### config.mk
export PLATFORM = sky130hd
export DESIGN_NAME = lcd_pixel_write_sequencer_flat
export DESIGN_NICKNAME = d
export VERILOG_FILES = /design/src/rtl/core/lcdpws_pkg.sv /design/src/rtl/core/lcdpws_pixel_if.sv /design/src/rtl/core/lcdpws_byte_if.sv /design/src/rtl/core/lcdpws_packer.sv /design/src/rtl/core/lcdpws_cell.sv /design/src/rtl/core/lcd_pixel_write_sequencer.sv /design/src/flat_wrapper.sv
export SDC_FILE = /design/constraint.sdc
export NUM_CORES = 1
export LEC_CHECK = 0
export ABC_AREA = 1
export BUFFER_PORTS_ARGS = -buffer_cell sky130_fd_sc_hd__clkbuf_2
export CORE_AREA = 4 4 91 136
export DETAILED_ROUTE_END_ITERATION = 10
export DIE_AREA = 0 0 95 140
export PLACE_DENSITY = 0.81
export SYNTH_ARGS = -nofsm -noshare
export SYNTH_HDL_FRONTEND = slang
export SYNTH_SLANG_ARGS = --single-unit
### constraint.sdc
create_clock -name i_clk -period 3.3 [get_ports i_clk]
set_input_delay 0.66 -clock i_clk [delete_from_list [all_inputs] [get_ports i_clk]]
set_output_delay 0.66 -clock i_clk [all_outputs]
set_load 0.05 [all_outputs]
### src/rtl/core/lcdpws_pkg.sv
// shared types and constants for the lcd pixel write sequencer
// no dependencies; compiled first

package lcdpws_pkg;

    localparam int COORD_W   = 9;
    localparam int LEVEL_W   = 8;
    localparam int BYTE_W    = 8;
    localparam int MODE_W    = 2;
    localparam int SEQ_LEN   = 14;

    localparam logic [BYTE_W-1:0] CMD_COLUMN_SET = 8'h2A;
    localparam logic [BYTE_W-1:0] CMD_ROW_SET    = 8'h2B;
    localparam logic [BYTE_W-1:0] CMD_MEM_WRITE  = 8'h2C;

    localparam logic [MODE_W-1:0] MODE_RGB444 = 2'd0;
    localparam logic [MODE_W-1:0] MODE_RGB565 = 2'd1;
    localparam logic [MODE_W-1:0] MODE_RGB666 = 2'd2;
    localparam logic [MODE_W-1:0] MODE_RESET  = MODE_RGB565;

    typedef struct packed {
        logic              valid;
        logic [BYTE_W-1:0] link_byte;
        logic              is_command;
        logic              last_byte;
    } t_link_cell;

    localparam t_link_cell EMPTY_CELL = '{valid: 1'b0, link_byte: '0,
                                         is_command: 1'b0, last_byte: 1'b0};

    // one cell entry for a byte in the stream
    function automatic t_link_cell make_cell(input logic [BYTE_W-1:0] b,
                                             input logic cmd,
                                             input logic last);
        t_link_cell c;
        c.valid      = 1'b1;
        c.link_byte  = b;
        c.is_command = cmd;
        c.last_byte  = last;
        return c;
    endfunction

endpackage

### src/rtl/core/lcdpws_pixel_if.sv
// pixel write channel: valid/ready handshake with coordinates and color
// depends on lcdpws_pkg

interface lcdpws_pixel_if import lcdpws_pkg::*; ();
    logic               valid;
    logic               ready;
    logic [COORD_W-1:0] column;
    logic [COORD_W-1:0] row;
    logic [LEVEL_W-1:0] red_level;
    logic [LEVEL_W-1:0] green_level;
    logic [LEVEL_W-1:0] blue_level;

    modport source (output valid, column, row, red_level, green_level, blue_level,
                    input ready);
    modport sink   (input valid, column, row, red_level, green_level, blue_level,
                    output ready);
endinterface

### src/rtl/core/lcdpws_byte_if.sv
// link byte channel: valid/ready handshake with byte, command flag and last mark
// depends on lcdpws_pkg

interface lcdpws_byte_if import lcdpws_pkg::*; ();
    logic              valid;
    logic              ready;
    logic [BYTE_W-1:0] link_byte;
    logic              is_command;
    logic              last_byte;

    modport source (output valid, link_byte, is_command, last_byte, input ready);
    modport sink   (input valid, link_byte, is_command, last_byte, output ready);
endinterface

### src/rtl/core/lcdpws_packer.sv
// builds the full byte sequence for one pixel write in parallel
// depends on lcdpws_pkg

module lcdpws_packer import lcdpws_pkg::*; (
    input  logic [COORD_W-1:0] i_column,
    input  logic [COORD_W-1:0] i_row,
    input  logic [LEVEL_W-1:0] i_red,
    input  logic [LEVEL_W-1:0] i_green,
    input  logic [LEVEL_W-1:0] i_blue,
    input  logic [MODE_W-1:0]  i_mode,
    output t_link_cell         o_seq [SEQ_LEN]
);

    logic [BYTE_W-1:0] col_hi, col_lo, row_hi, row_lo;
    logic [BYTE_W-1:0] px0, px1;
    logic              wide;

    assign col_hi = BYTE_W'(i_column >> BYTE_W);
    assign col_lo = i_column[BYTE_W-1:0];
    assign row_hi = BYTE_W'(i_row >> BYTE_W);
    assign row_lo = i_row[BYTE_W-1:0];
    // mode 3 falls in with 18-bit packing
    assign wide   = i_mode[1];

    always_comb begin
        if (i_mode == MODE_RGB565) begin
            px0 = {i_red[7:3], i_green[7:5]};
            px1 = {i_green[4:2], i_blue[7:3]};
        end else begin
            px0 = {i_red[7:4], i_green[7:4]};
            px1 = {i_blue[7:4], 4'h0};
        end
    end

    always_comb begin
        o_seq[0]  = make_cell(CMD_COLUMN_SET, 1'b1, 1'b0);
        o_seq[1]  = make_cell(col_hi, 1'b0, 1'b0);
        o_seq[2]  = make_cell(col_lo, 1'b0, 1'b0);
        o_seq[3]  = make_cell(col_hi, 1'b0, 1'b0);
        o_seq[4]  = make_cell(col_lo, 1'b0, 1'b0);
        o_seq[5]  = make_cell(CMD_ROW_SET, 1'b1, 1'b0);
        o_seq[6]  = make_cell(row_hi, 1'b0, 1'b0);
        o_seq[7]  = make_cell(row_lo, 1'b0, 1'b0);
        o_seq[8]  = make_cell(row_hi, 1'b0, 1'b0);
        o_seq[9]  = make_cell(row_lo, 1'b0, 1'b0);
        o_seq[10] = make_cell(CMD_MEM_WRITE, 1'b1, 1'b0);
        if (wide) begin
            o_seq[11] = make_cell({i_red[7:2], 2'b00}, 1'b0, 1'b0);
            o_seq[12] = make_cell({i_green[7:2], 2'b00}, 1'b0, 1'b0);
            o_seq[13] = make_cell({i_blue[7:2], 2'b00}, 1'b0, 1'b1);
        end else begin
            o_seq[11] = make_cell(px0, 1'b0, 1'b0);
            o_seq[12] = make_cell(px1, 1'b0, 1'b1);
            o_seq[13] = EMPTY_CELL;
        end
    end

endmodule

### src/rtl/core/lcdpws_cell.sv
// one stage of the byte chain: loads a byte, holds it, or takes its neighbor's
// depends on lcdpws_pkg

module lcdpws_cell import lcdpws_pkg::*; (
    input  logic       i_clk,
    input  logic       i_rst_n,
    input  logic       i_load,
    input  logic       i_shift,
    input  t_link_cell i_load_data,
    input  t_link_cell i_next_data,
    output t_link_cell o_data
);

    logic              r_valid, n_valid;
    logic [BYTE_W-1:0] r_byte, n_byte;
    logic              r_cmd, n_cmd;
    logic              r_last, n_last;

    always_comb begin
        priority if (i_load) begin
            n_valid = i_load_data.valid;
            n_byte  = i_load_data.link_byte;
            n_cmd   = i_load_data.is_command;
            n_last  = i_load_data.last_byte;
        end else if (i_shift) begin
            n_valid = i_next_data.valid;
            n_byte  = i_next_data.link_byte;
            n_cmd   = i_next_data.is_command;
            n_last  = i_next_data.last_byte;
        end else begin
            n_valid = r_valid;
            n_byte  = r_byte;
            n_cmd   = r_cmd;
            n_last  = r_last;
        end
    end

    always_ff @(posedge i_clk) begin
        if (!i_rst_n) begin
            r_valid <= 1'b0;
        end else begin
            r_valid <= n_valid;
        end
    end

    always_ff @(posedge i_clk) begin
        r_byte <= n_byte;
        r_cmd  <= n_cmd;
        r_last <= n_last;
    end

    assign o_data.valid      = r_valid;
    assign o_data.link_byte  = r_byte;
    assign o_data.is_command = r_cmd;
    assign o_data.last_byte  = r_last;

endmodule

### src/rtl/core/lcd_pixel_write_sequencer.sv
// top level of the lcd pixel write sequencer: color mode register, packer,
// and a chain of fifteen byte cells; depends on lcdpws_pkg, the two channel
// interfaces, lcdpws_packer and lcdpws_cell
//
// Usage:
//   i_pix takes one pixel write (column, row, red/green/blue levels). Each
//   transfer expands into a byte stream on o_byte: 0x2A and the column twice
//   as big-endian start/end, 0x2B and the row the same way, 0x2C, then the
//   packed pixel (2 bytes for 12/16-bit modes, 3 bytes for 18-bit).
//   is_command flags command bytes; last_byte marks the end of a pixel.
//   i_cfg_we/i_cfg_wdata write the color mode; change it only while idle.
// Timing:
//   a transfer loads cells 1..14; cell 0 is the output register, so the first
//   byte reaches o_byte once a shift moves it from cell 1 into cell 0.
//   The next pixel is taken when cell 1 is empty, or when it holds the previous
//   final byte and the chain moves, so bytes leave back to back while o_byte is
//   ready: 13 bytes per pixel in 12/16-bit modes, 14 in 18-bit mode.
// Reset: all cells empty, color mode 16-bit. A stalled receiver freezes the
//   whole chain and holds input ready low while cell 1 is occupied.

module lcd_pixel_write_sequencer import lcdpws_pkg::*; (
    input  logic              i_clk,
    input  logic              i_rst_n,
    lcdpws_pixel_if.sink      i_pix,
    lcdpws_byte_if.source     o_byte,
    input  logic              i_cfg_we,
    input  logic [MODE_W-1:0] i_cfg_wdata
);

    localparam int CHAIN_LEN = SEQ_LEN + 1;

    logic [MODE_W-1:0] r_color_mode;
    t_link_cell        packed_seq [SEQ_LEN];
    t_link_cell        chain      [CHAIN_LEN];
    logic              accept;
    logic              shift;

    always_ff @(posedge i_clk) begin
        if (!i_rst_n) begin
            r_color_mode <= MODE_RESET;
        end else if (i_cfg_we) begin
            r_color_mode <= i_cfg_wdata;
        end
    end

    lcdpws_packer u_packer (
        .i_column (i_pix.column),
        .i_row    (i_pix.row),
        .i_red    (i_pix.red_level),
        .i_green  (i_pix.green_level),
        .i_blue   (i_pix.blue_level),
        .i_mode   (r_color_mode),
        .o_seq    (packed_seq)
    );

    // bytes stay packed toward cell 0: with cell 2 empty, cell 1 holds at most the
    // final byte, which moves into cell 0 on a shift while the new pixel loads
    assign i_pix.ready = !chain[1].valid || (!chain[2].valid && shift);
    assign accept      = i_pix.valid && i_pix.ready;
    assign shift       = !chain[0].valid || o_byte.ready;

    lcdpws_cell u_cell_out (
        .i_clk       (i_clk),
        .i_rst_n     (i_rst_n),
        .i_load      (1'b0),
        .i_shift     (shift),
        .i_load_data (EMPTY_CELL),
        .i_next_data (chain[1]),
        .o_data      (chain[0])
    );

    for (genvar k = 1; k < CHAIN_LEN; k++) begin : g_cell
        lcdpws_cell u_cell (
            .i_clk       (i_clk),
            .i_rst_n     (i_rst_n),
            .i_load      (accept),
            .i_shift     (shift),
            .i_load_data (packed_seq[k-1]),
            .i_next_data ((k == CHAIN_LEN - 1) ? EMPTY_CELL : chain[(k + 1) % CHAIN_LEN]),
            .o_data      (chain[k])
        );
    end

    assign o_byte.valid      = chain[0].valid;
    assign o_byte.link_byte  = chain[0].link_byte;
    assign o_byte.is_command = chain[0].is_command;
    assign o_byte.last_byte  = chain[0].last_byte;

    // a transfer lands the column-address command right behind the output register
    a_load_head: assert property (@(posedge i_clk) disable iff (!i_rst_n)
        accept |=> chain[1].valid && chain[1].is_command &&
                   chain[1].link_byte == CMD_COLUMN_SET)
        else $error("pixel transfer did not load the column command into cell 1");

    // a byte that is not the last of its pixel always has a successor behind it
    a_contiguous: assert property (@(posedge i_clk) disable iff (!i_rst_n)
        chain[0].valid && !chain[0].last_byte |-> chain[1].valid)
        else $error("gap in the byte chain inside a pixel sequence");

    // behind a last byte there is either nothing or the start of the next pixel
    a_after_last: assert property (@(posedge i_clk) disable iff (!i_rst_n)
        chain[0].valid && chain[0].last_byte |->
            !chain[1].valid ||
            (chain[1].is_command && chain[1].link_byte == CMD_COLUMN_SET))
        else $error("unexpected byte behind the last byte of a pixel");

endmodule
### src/flat_wrapper.sv
// flat-port wrapper written by rule: the top's interface ports become plain ports
module lcd_pixel_write_sequencer_flat import lcdpws_pkg::*;
  (i_clk, i_rst_n, i_cfg_we, i_cfg_wdata, i_pix_valid, i_pix_column, i_pix_row, i_pix_red_level, i_pix_green_level, i_pix_blue_level, i_pix_ready, o_byte_valid, o_byte_link_byte, o_byte_is_command, o_byte_last_byte, o_byte_ready);
  lcdpws_pixel_if i_pix_i ();
  lcdpws_byte_if o_byte_i ();
  input  logic i_clk;
  input  logic i_rst_n;
  input  logic i_cfg_we;
  input  logic [MODE_W-1:0] i_cfg_wdata;
  input wire logic [$bits(i_pix_i.valid)-1:0] i_pix_valid;
  input wire logic [$bits(i_pix_i.column)-1:0] i_pix_column;
  input wire logic [$bits(i_pix_i.row)-1:0] i_pix_row;
  input wire logic [$bits(i_pix_i.red_level)-1:0] i_pix_red_level;
  input wire logic [$bits(i_pix_i.green_level)-1:0] i_pix_green_level;
  input wire logic [$bits(i_pix_i.blue_level)-1:0] i_pix_blue_level;
  output wire logic [$bits(i_pix_i.ready)-1:0] i_pix_ready;
  output wire logic [$bits(o_byte_i.valid)-1:0] o_byte_valid;
  output wire logic [$bits(o_byte_i.link_byte)-1:0] o_byte_link_byte;
  output wire logic [$bits(o_byte_i.is_command)-1:0] o_byte_is_command;
  output wire logic [$bits(o_byte_i.last_byte)-1:0] o_byte_last_byte;
  input wire logic [$bits(o_byte_i.ready)-1:0] o_byte_ready;
  assign i_pix_i.valid = i_pix_valid;
  assign i_pix_i.column = i_pix_column;
  assign i_pix_i.row = i_pix_row;
  assign i_pix_i.red_level = i_pix_red_level;
  assign i_pix_i.green_level = i_pix_green_level;
  assign i_pix_i.blue_level = i_pix_blue_level;
  assign i_pix_ready = i_pix_i.ready;
  assign o_byte_valid = o_byte_i.valid;
  assign o_byte_link_byte = o_byte_i.link_byte;
  assign o_byte_is_command = o_byte_i.is_command;
  assign o_byte_last_byte = o_byte_i.last_byte;
  assign o_byte_i.ready = o_byte_ready;
  lcd_pixel_write_sequencer u_core (.i_clk(i_clk), .i_rst_n(i_rst_n), .i_pix(i_pix_i), .o_byte(o_byte_i), .i_cfg_we(i_cfg_we), .i_cfg_wdata(i_cfg_wdata));
endmodule
==> flow_summary.json, run 1 <==
{
  "cts_tree": "built",
  "max_cap_viol_count": 0,
  "drt_iter0_markers": 331,
  "synth_edf_count": 71,
  "synth_area_per_cell_um2": 8.60,
  "fin_setup_tns_ns": 0,
  "crit_fanout": 52,
  "synth_commonest_cells": "281 x nand2_1, 114 x inv_1, 91 x dfxtp_1",
  "path_class": "in2reg",
  "n_fill_cell": 922,
  "worst_clock_skew_ns": 0.00915,
  "grt_setup_unrepaired": "no",
  "yosys_warnings": 0,
  "cts_resized": 0,
  "finalNetCount": 837,
  "drive_gt1_frac": 0.124,
  "grt_pass1_vias": 4562,
  "min_path_cells": 0,
  "worst_pin_slew_ns": 0.676,
  "holdCritPathClass": "reg2reg",
  "root_buffer": "clkbuf_16",
  "outcome": "finished clean",
  "wl_um": 12000,
  "min_from": "u_core.g_cell[1].u_cell.r_last",
  "finalCritPeriodShare": 0.613,
  "gp_congestion": 0.776,
  "grt_use_total": 0.193,
  "yosysSeqAreaShare": 0.609,
  "relSlewSlack": 0.550,
  "clk_latency_ns": 0.42,
  "synth-seq-cells": 162,
  "wl_per_cell_um": 12.6,
  "syn_to_final_growth_pct": 13.5,
  "min_to": "u_core.u_cell_out.r_last",
  "drv_slew": 0,
  "die_y_um": 140,
  "clock_sinks": 162,
  "antenna_cells": 0,
  "die_area_um2": 13300,
  "initial_core_util": 0.575,
  "critPathArrivalTime_ns": 2.12,
  "setup_ws_ns": 1.28,
  "hold_violations": 0,
  "synth_nets": 804,
  "fp.dieW_um": 95,
  "netlist_area_um2": 6490,
  "clkTransAtPathRegs_ns": 0.06,
  "period_minus_slack_ns": 2.02,
  "routed_via_density": 4.95,
  "syn_inst": 755,
  "ys.flop_type": "dfxtp_1",
  "rrSetupSlack_ns": 1.30,
  "drtPass1Iterations": 4,
  "startpoint_type": "primary input",
  "ios": 61,
  "required_ns": 3.40,
  "drc": 0,
  "setup_viol": 0,
  "leakagePower_nw": 3.70,
  "reg2reg_to": "u_core.g_cell[8].u_cell.r_byte[2]",
  "max-vdd-ir-drop_mv": 0.433,
  "grt_max_degree": 113,
  "synth_top_area_cell": "edfxtp_1",
  "yosysMostFrequentCell": "nand2_1",
  "grt_pass1_wl_um": 20100,
  "overflow": 0,
  "r2r_cells": 5,
  "timing.rr.start": "u_core.u_cell_out.r_valid",
  "htreeDepth": 4,
  "place_worst_setup_slack_ns": 0.838,
  "antenna_found_initial": 0,
  "dpl.hpwl_um": 7060,
  "core_region_area_um2": 11300,
  "portBuffers": 54,
  "synth_cell_types": 21,
  "row_count": 48,
  "powerDensity_nw_per_um2": 663,
  "cts_setup_buffers": 0,
  "synth_top_area_share": 0.328,
  "synth_top_cells_by_area": "edfxtp_1 33%, dfxtp_1 28%, nand2_1 16%",
  "max_freq_mhz": 495,
  "setup.worst_path.end_class": "register",
  "async_flop_share": 0,
  "vias": 4706,
  "clk_path_buf_depth": 2,
  "postCtsHoldBufs": 0,
  "antenna_left": 0,
  "cts_buffers": 17
}
[state kept, by name, indices dropped and copies added, names as in the netlist]
signal	flops
u_core.u_cell_out.r_byte	8
u_core.u_cell_out.r_valid	1
u_core.u_cell_out.r_last	1
u_core.g_cell.u_cell.r_valid	14
u_core.r_color_mode	2
u_core.u_cell_out.r_cmd	1
u_core.g_cell.u_cell.r_byte	110
u_core.g_cell.u_cell.r_cmd	11
u_core.g_cell.u_cell.r_last	14
[worst max-delay path: stages]
cell and delay [ns]:
clkbuf_2 0.07, inv_1 0.05, nand2_4 0.06, buf_4 0.40, inv_2 0.08, nand2_2 0.44
buf_12 0.32
[area by class of cell]
type / count / area, µm² / share of cell area
multi-input combinational: 432 / 1860 / 0.252
tap: 150 / 188 / 0.0255
clock inverter: 10 / 133 / 0.0180
timing repair buffer: 60 / 340 / 0.0462
inverter: 115 / 432 / 0.0586
sequential: 162 / 3950 / 0.537
clock buffer: 22 / 464 / 0.0630
[report_power, final]
group | switching (mW) | internal [mW] | total, mW | leakage (nW)
clock network | 0.736 | 1.22 | 1.96 | 0.286
logic | 0.346 | 0.163 | 0.509 | 1.86
registers | 0.0752 | 2.34 | 2.41 | 1.55
total | 1.16 | 3.72 | 4.88 | 3.70
[layer usage]
metal,track usage,part of all wire
met3,0.0408,0.035
met2,0.343,0.55
met1,0.213,0.40
met4,0.0951,0.024
met5,0,0
[cell usage in the layout (no fill, tap or decap)]
cell	instances
a21boi_4	1
a21oi_1	14
a31oi_1	4
buf_12	2
buf_4	4
bufinv_16	3
clkbuf_1	3
clkbuf_16	17
clkbuf_2	54
clkbuf_8	2
clkinv_2	4
clkinvlp_4	3
dfxtp_1	91
edfxtp_1	71
inv_1	114
inv_2	1
nand2_1	280
nand2_2	3
nand2_4	2
nand3_1	14
nand3_2	1
nor2_1	21
nor2_2	2
o211ai_1	11
o21ai_0	76
o21ai_1	2
or2_0	1
[how the worst max path moves through the flow]
| stage | from | end | slack, ns | depth (start not counted) |
|---|---|---|---|---|
| 2_1_floorplan | o_byte_ready | u_core.g_cell[10].u_cell.r_byte[0] | 0.58 | 8 |
| 3_3_place_gp | o_byte_ready | u_core.g_cell[10].u_cell.r_byte[6] | 0.89 | 7 |
| 3_5_place_dp | o_byte_ready | u_core.g_cell[10].u_cell.r_byte[6] | 0.84 | 7 |
| 4_1_cts | o_byte_ready | u_core.g_cell[10].u_cell.r_byte[6] | 1.28 | 7 |
| 5_1_grt | o_byte_ready | u_core.g_cell[6].u_cell.r_byte[2] | 1.16 | 9 |
| 6_report | o_byte_ready | u_core.g_cell[8].u_cell.r_byte[2] | 1.28 | 7 |
[per-stage QoR]
stage / total power [mW] / util / instances / area (µm²) / hold slack, ns
floorplan: 2.84 / - / 755 / 6490 / 0.409
global placement: 2.92 / 0.600 / 919 / 6770 / 0.415
detailed placement: 2.96 / 0.600 / 919 / 6770 / 0.417
CTS: 4.91 / 0.652 / 951 / 7370 / 0.431
global route: 5.08 / 0.652 / 951 / 7370 / 0.445
finish: 4.88 / 0.652 / 951 / 7370 / 0.430
[logic make-up after synthesis]
family                 share of synthesized area
AOI/OAI and AO/OA                         0.0904
buffers and inverters                      0.107
DFF                                        0.609
and+or+nand+nor                            0.194
Note: power is estimated with default switching activity, not from simulation.
==> inputs of run 2 (changes only) <==
Settings changed: CORE_AREA 4 4 91 136 to 4 4 96 143, DIE_AREA 0 0 95 140 to 0 0 100 147, PLACE_DENSITY 0.81 to 0.77.
Clock period 3.3 ns to 1.75 ns, I/O delays scaled along.
==> flow_summary.json, run 2 (synthesized netlist as in run 1, its figures left out) <==
{
  "postLayoutCoreUtil": 0.606,
  "syn_to_final_growth_pct": 16.2,
  "place_worst_setup_slack_ns": 0.0865,
  "rrSetupSlack_ns": 0.31,
  "drv_slew": 0,
  "relSlewSlack": 0.670,
  "crit_fanout": 4,
  "dpl.hpwl_um": 7060,
  "grt_pass1_vias": 4419,
  "path_class": "reg2out",
  "max_freq_mhz": 647,
  "hold_violations": 0,
  "row_count": 50,
  "largest_registers": "u_core.g_cell.u_cell.r_byte x110, u_core.g_cell.u_cell.r_last x14, u_core.g_cell.u_cell.r_valid x14",
  "required_ns": 1.40,
  "hold_slack_ns": 0.163,
  "core_region_area_um2": 12400,
  "fin_setup_tns_ns": 0,
  "drive_gt1_frac": 0.135,
  "layout_commonest_cell": "nand2_1",
  "routed_via_density": 4.82,
  "drc": 0,
  "clkTransAtPathRegs_ns": 0.06,
  "wl_per_cell_um": 12.2,
  "cts_resized": 0,
  "r2r_cells": 6,
  "overflow": 0,
  "critPathArrivalTime_ns": 1.20,
  "holdCritPathClass": "in2reg",
  "clk_latency_ns": 0.42,
  "clk_path_buf_depth": 2,
  "ios": 61,
  "powerDensity_nw_per_um2": 1210,
  "multiInputGateArea_um2": 1890,
  "max-vdd-ir-drop_mv": 0.747,
  "largest_reg_flops": 110,
  "finalNetCount": 845,
  "drtPass1Iterations": 4,
  "initial_core_util": 0.522,
  "setup.worst_path.end_class": "output port",
  "cts_buffers": 17,
  "htreeDepth": 4,
  "drt_iter0_markers": 291,
  "startpoint": "u_core.u_cell_out.r_valid",
  "mostFrequentLayoutCells": "280 x nand2_1, 114 x inv_1, 90 x dfxtp_1, 76 x o21ai_0, 71 x edfxtp_1",
  "fp.dieW_um": 100,
  "gp_congestion": 0.765,
  "wl_um": 11700,
  "grt_max_degree": 123,
  "finalCritPeriodShare": 0.884,
  "fin_total_pwr_mw": 9.13,
  "period_minus_slack_ns": 1.55,
  "outcome": "finished clean",
  "die_area_um2": 14700,
  "antenna_found_initial": 0,
  "grt_pass1_wl_um": 19800,
  "setup_ws_ns": 0.204,
  "n_fill_cell": 1046,
  "crit_end": "i_pix_ready",
  "leakagePower_nw": 3.78,
  "portBuffers": 54,
  "startpoint_type": "register",
  "setup_viol": 0,
  "postCtsHoldBufs": 0,
  "reg2reg_to": "u_core.g_cell[13].u_cell.r_byte[5]",
  "grt_use_total": 0.168,
  "grt_setup_unrepaired": "no",
  "root_buffer": "clkbuf_16",
  "antenna_cells": 0,
  "regArea_um2": 3960,
  "timing.rr.start": "u_core.u_cell_out.r_valid",
  "vias": 4650,
  "max_cap_viol_count": 0,
  "worst_pin_slew_ns": 0.494,
  "largest_register": "u_core.g_cell.u_cell.r_byte",
  "worst_clock_skew_ns": 0.0105,
  "die_y_um": 147,
  "clock_sinks": 162,
  "antenna_left": 0,
  "cts_tree": "built",
  "cts_setup_buffers": 0
}
run 2: worst min path at each step:
| stage | from | depth (start not counted) | slack, ns | endpoint |
|---|---|---|---|---|
| 2_1_floorplan | u_core.g_cell[1].u_cell.r_byte[0] | 0 | 0.41 | u_core.u_cell_out.r_byte[0] |
| 3_3_place_gp | u_core.g_cell[1].u_cell.r_byte[1] | 0 | 0.41 | u_core.u_cell_out.r_byte[1] |
| 3_5_place_dp | u_core.g_cell[1].u_cell.r_byte[1] | 0 | 0.42 | u_core.u_cell_out.r_byte[1] |
| 4_1_cts | i_cfg_we | 2 | 0.15 | u_core.r_color_mode[1] |
| 5_1_grt | i_cfg_wdata[0] | 3 | 0.15 | u_core.r_color_mode[0] |
| 6_report | i_cfg_wdata[1] | 3 | 0.16 | u_core.r_color_mode[1] |
run 2: final cells by class:
class | count | share of cell area
flip-flops and latches | 162 | 0.525
clock inverters | 6 | 0.00514
clock buffers | 26 | 0.0732
inverters | 115 | 0.0572
well taps | 156 | 0.0259
repair buffers | 68 | 0.0634
multi-input cells | 432 | 0.250
run 2: metrics by stage:
step | instances | instance area (µm²)
final | 965 | 7540
after floorplan | 755 | 6540
after CTS | 965 | 7540
after global placement | 933 | 6950
after global routing | 965 | 7540
after detailed placement | 933 | 6950
run 2: where the power goes:
group | internal [mW] | switching, mW
sequential | 4.41 | 0.137
combinational | 0.348 | 0.656
clock | 2.18 | 1.40
total | 6.93 | 2.20
run 2: metal layers:
metal / wire length [µm] / part of all wire / global-route usage
met1: 4970 / 0.42 / 0.201
met2: 6090 / 0.52 / 0.287
met3: 488 / 0.042 / 0.0451
met4: 183 / 0.016 / 0.0607
met5: 0 / 0 / 0
run 2: worst max-delay path: stages, from the launching register on:
cell	delay [ns]
dfxtp_4	0.37
nand2_4	0.08
nand2_4	0.11
nand2_8	0.08
buf_12	0.16
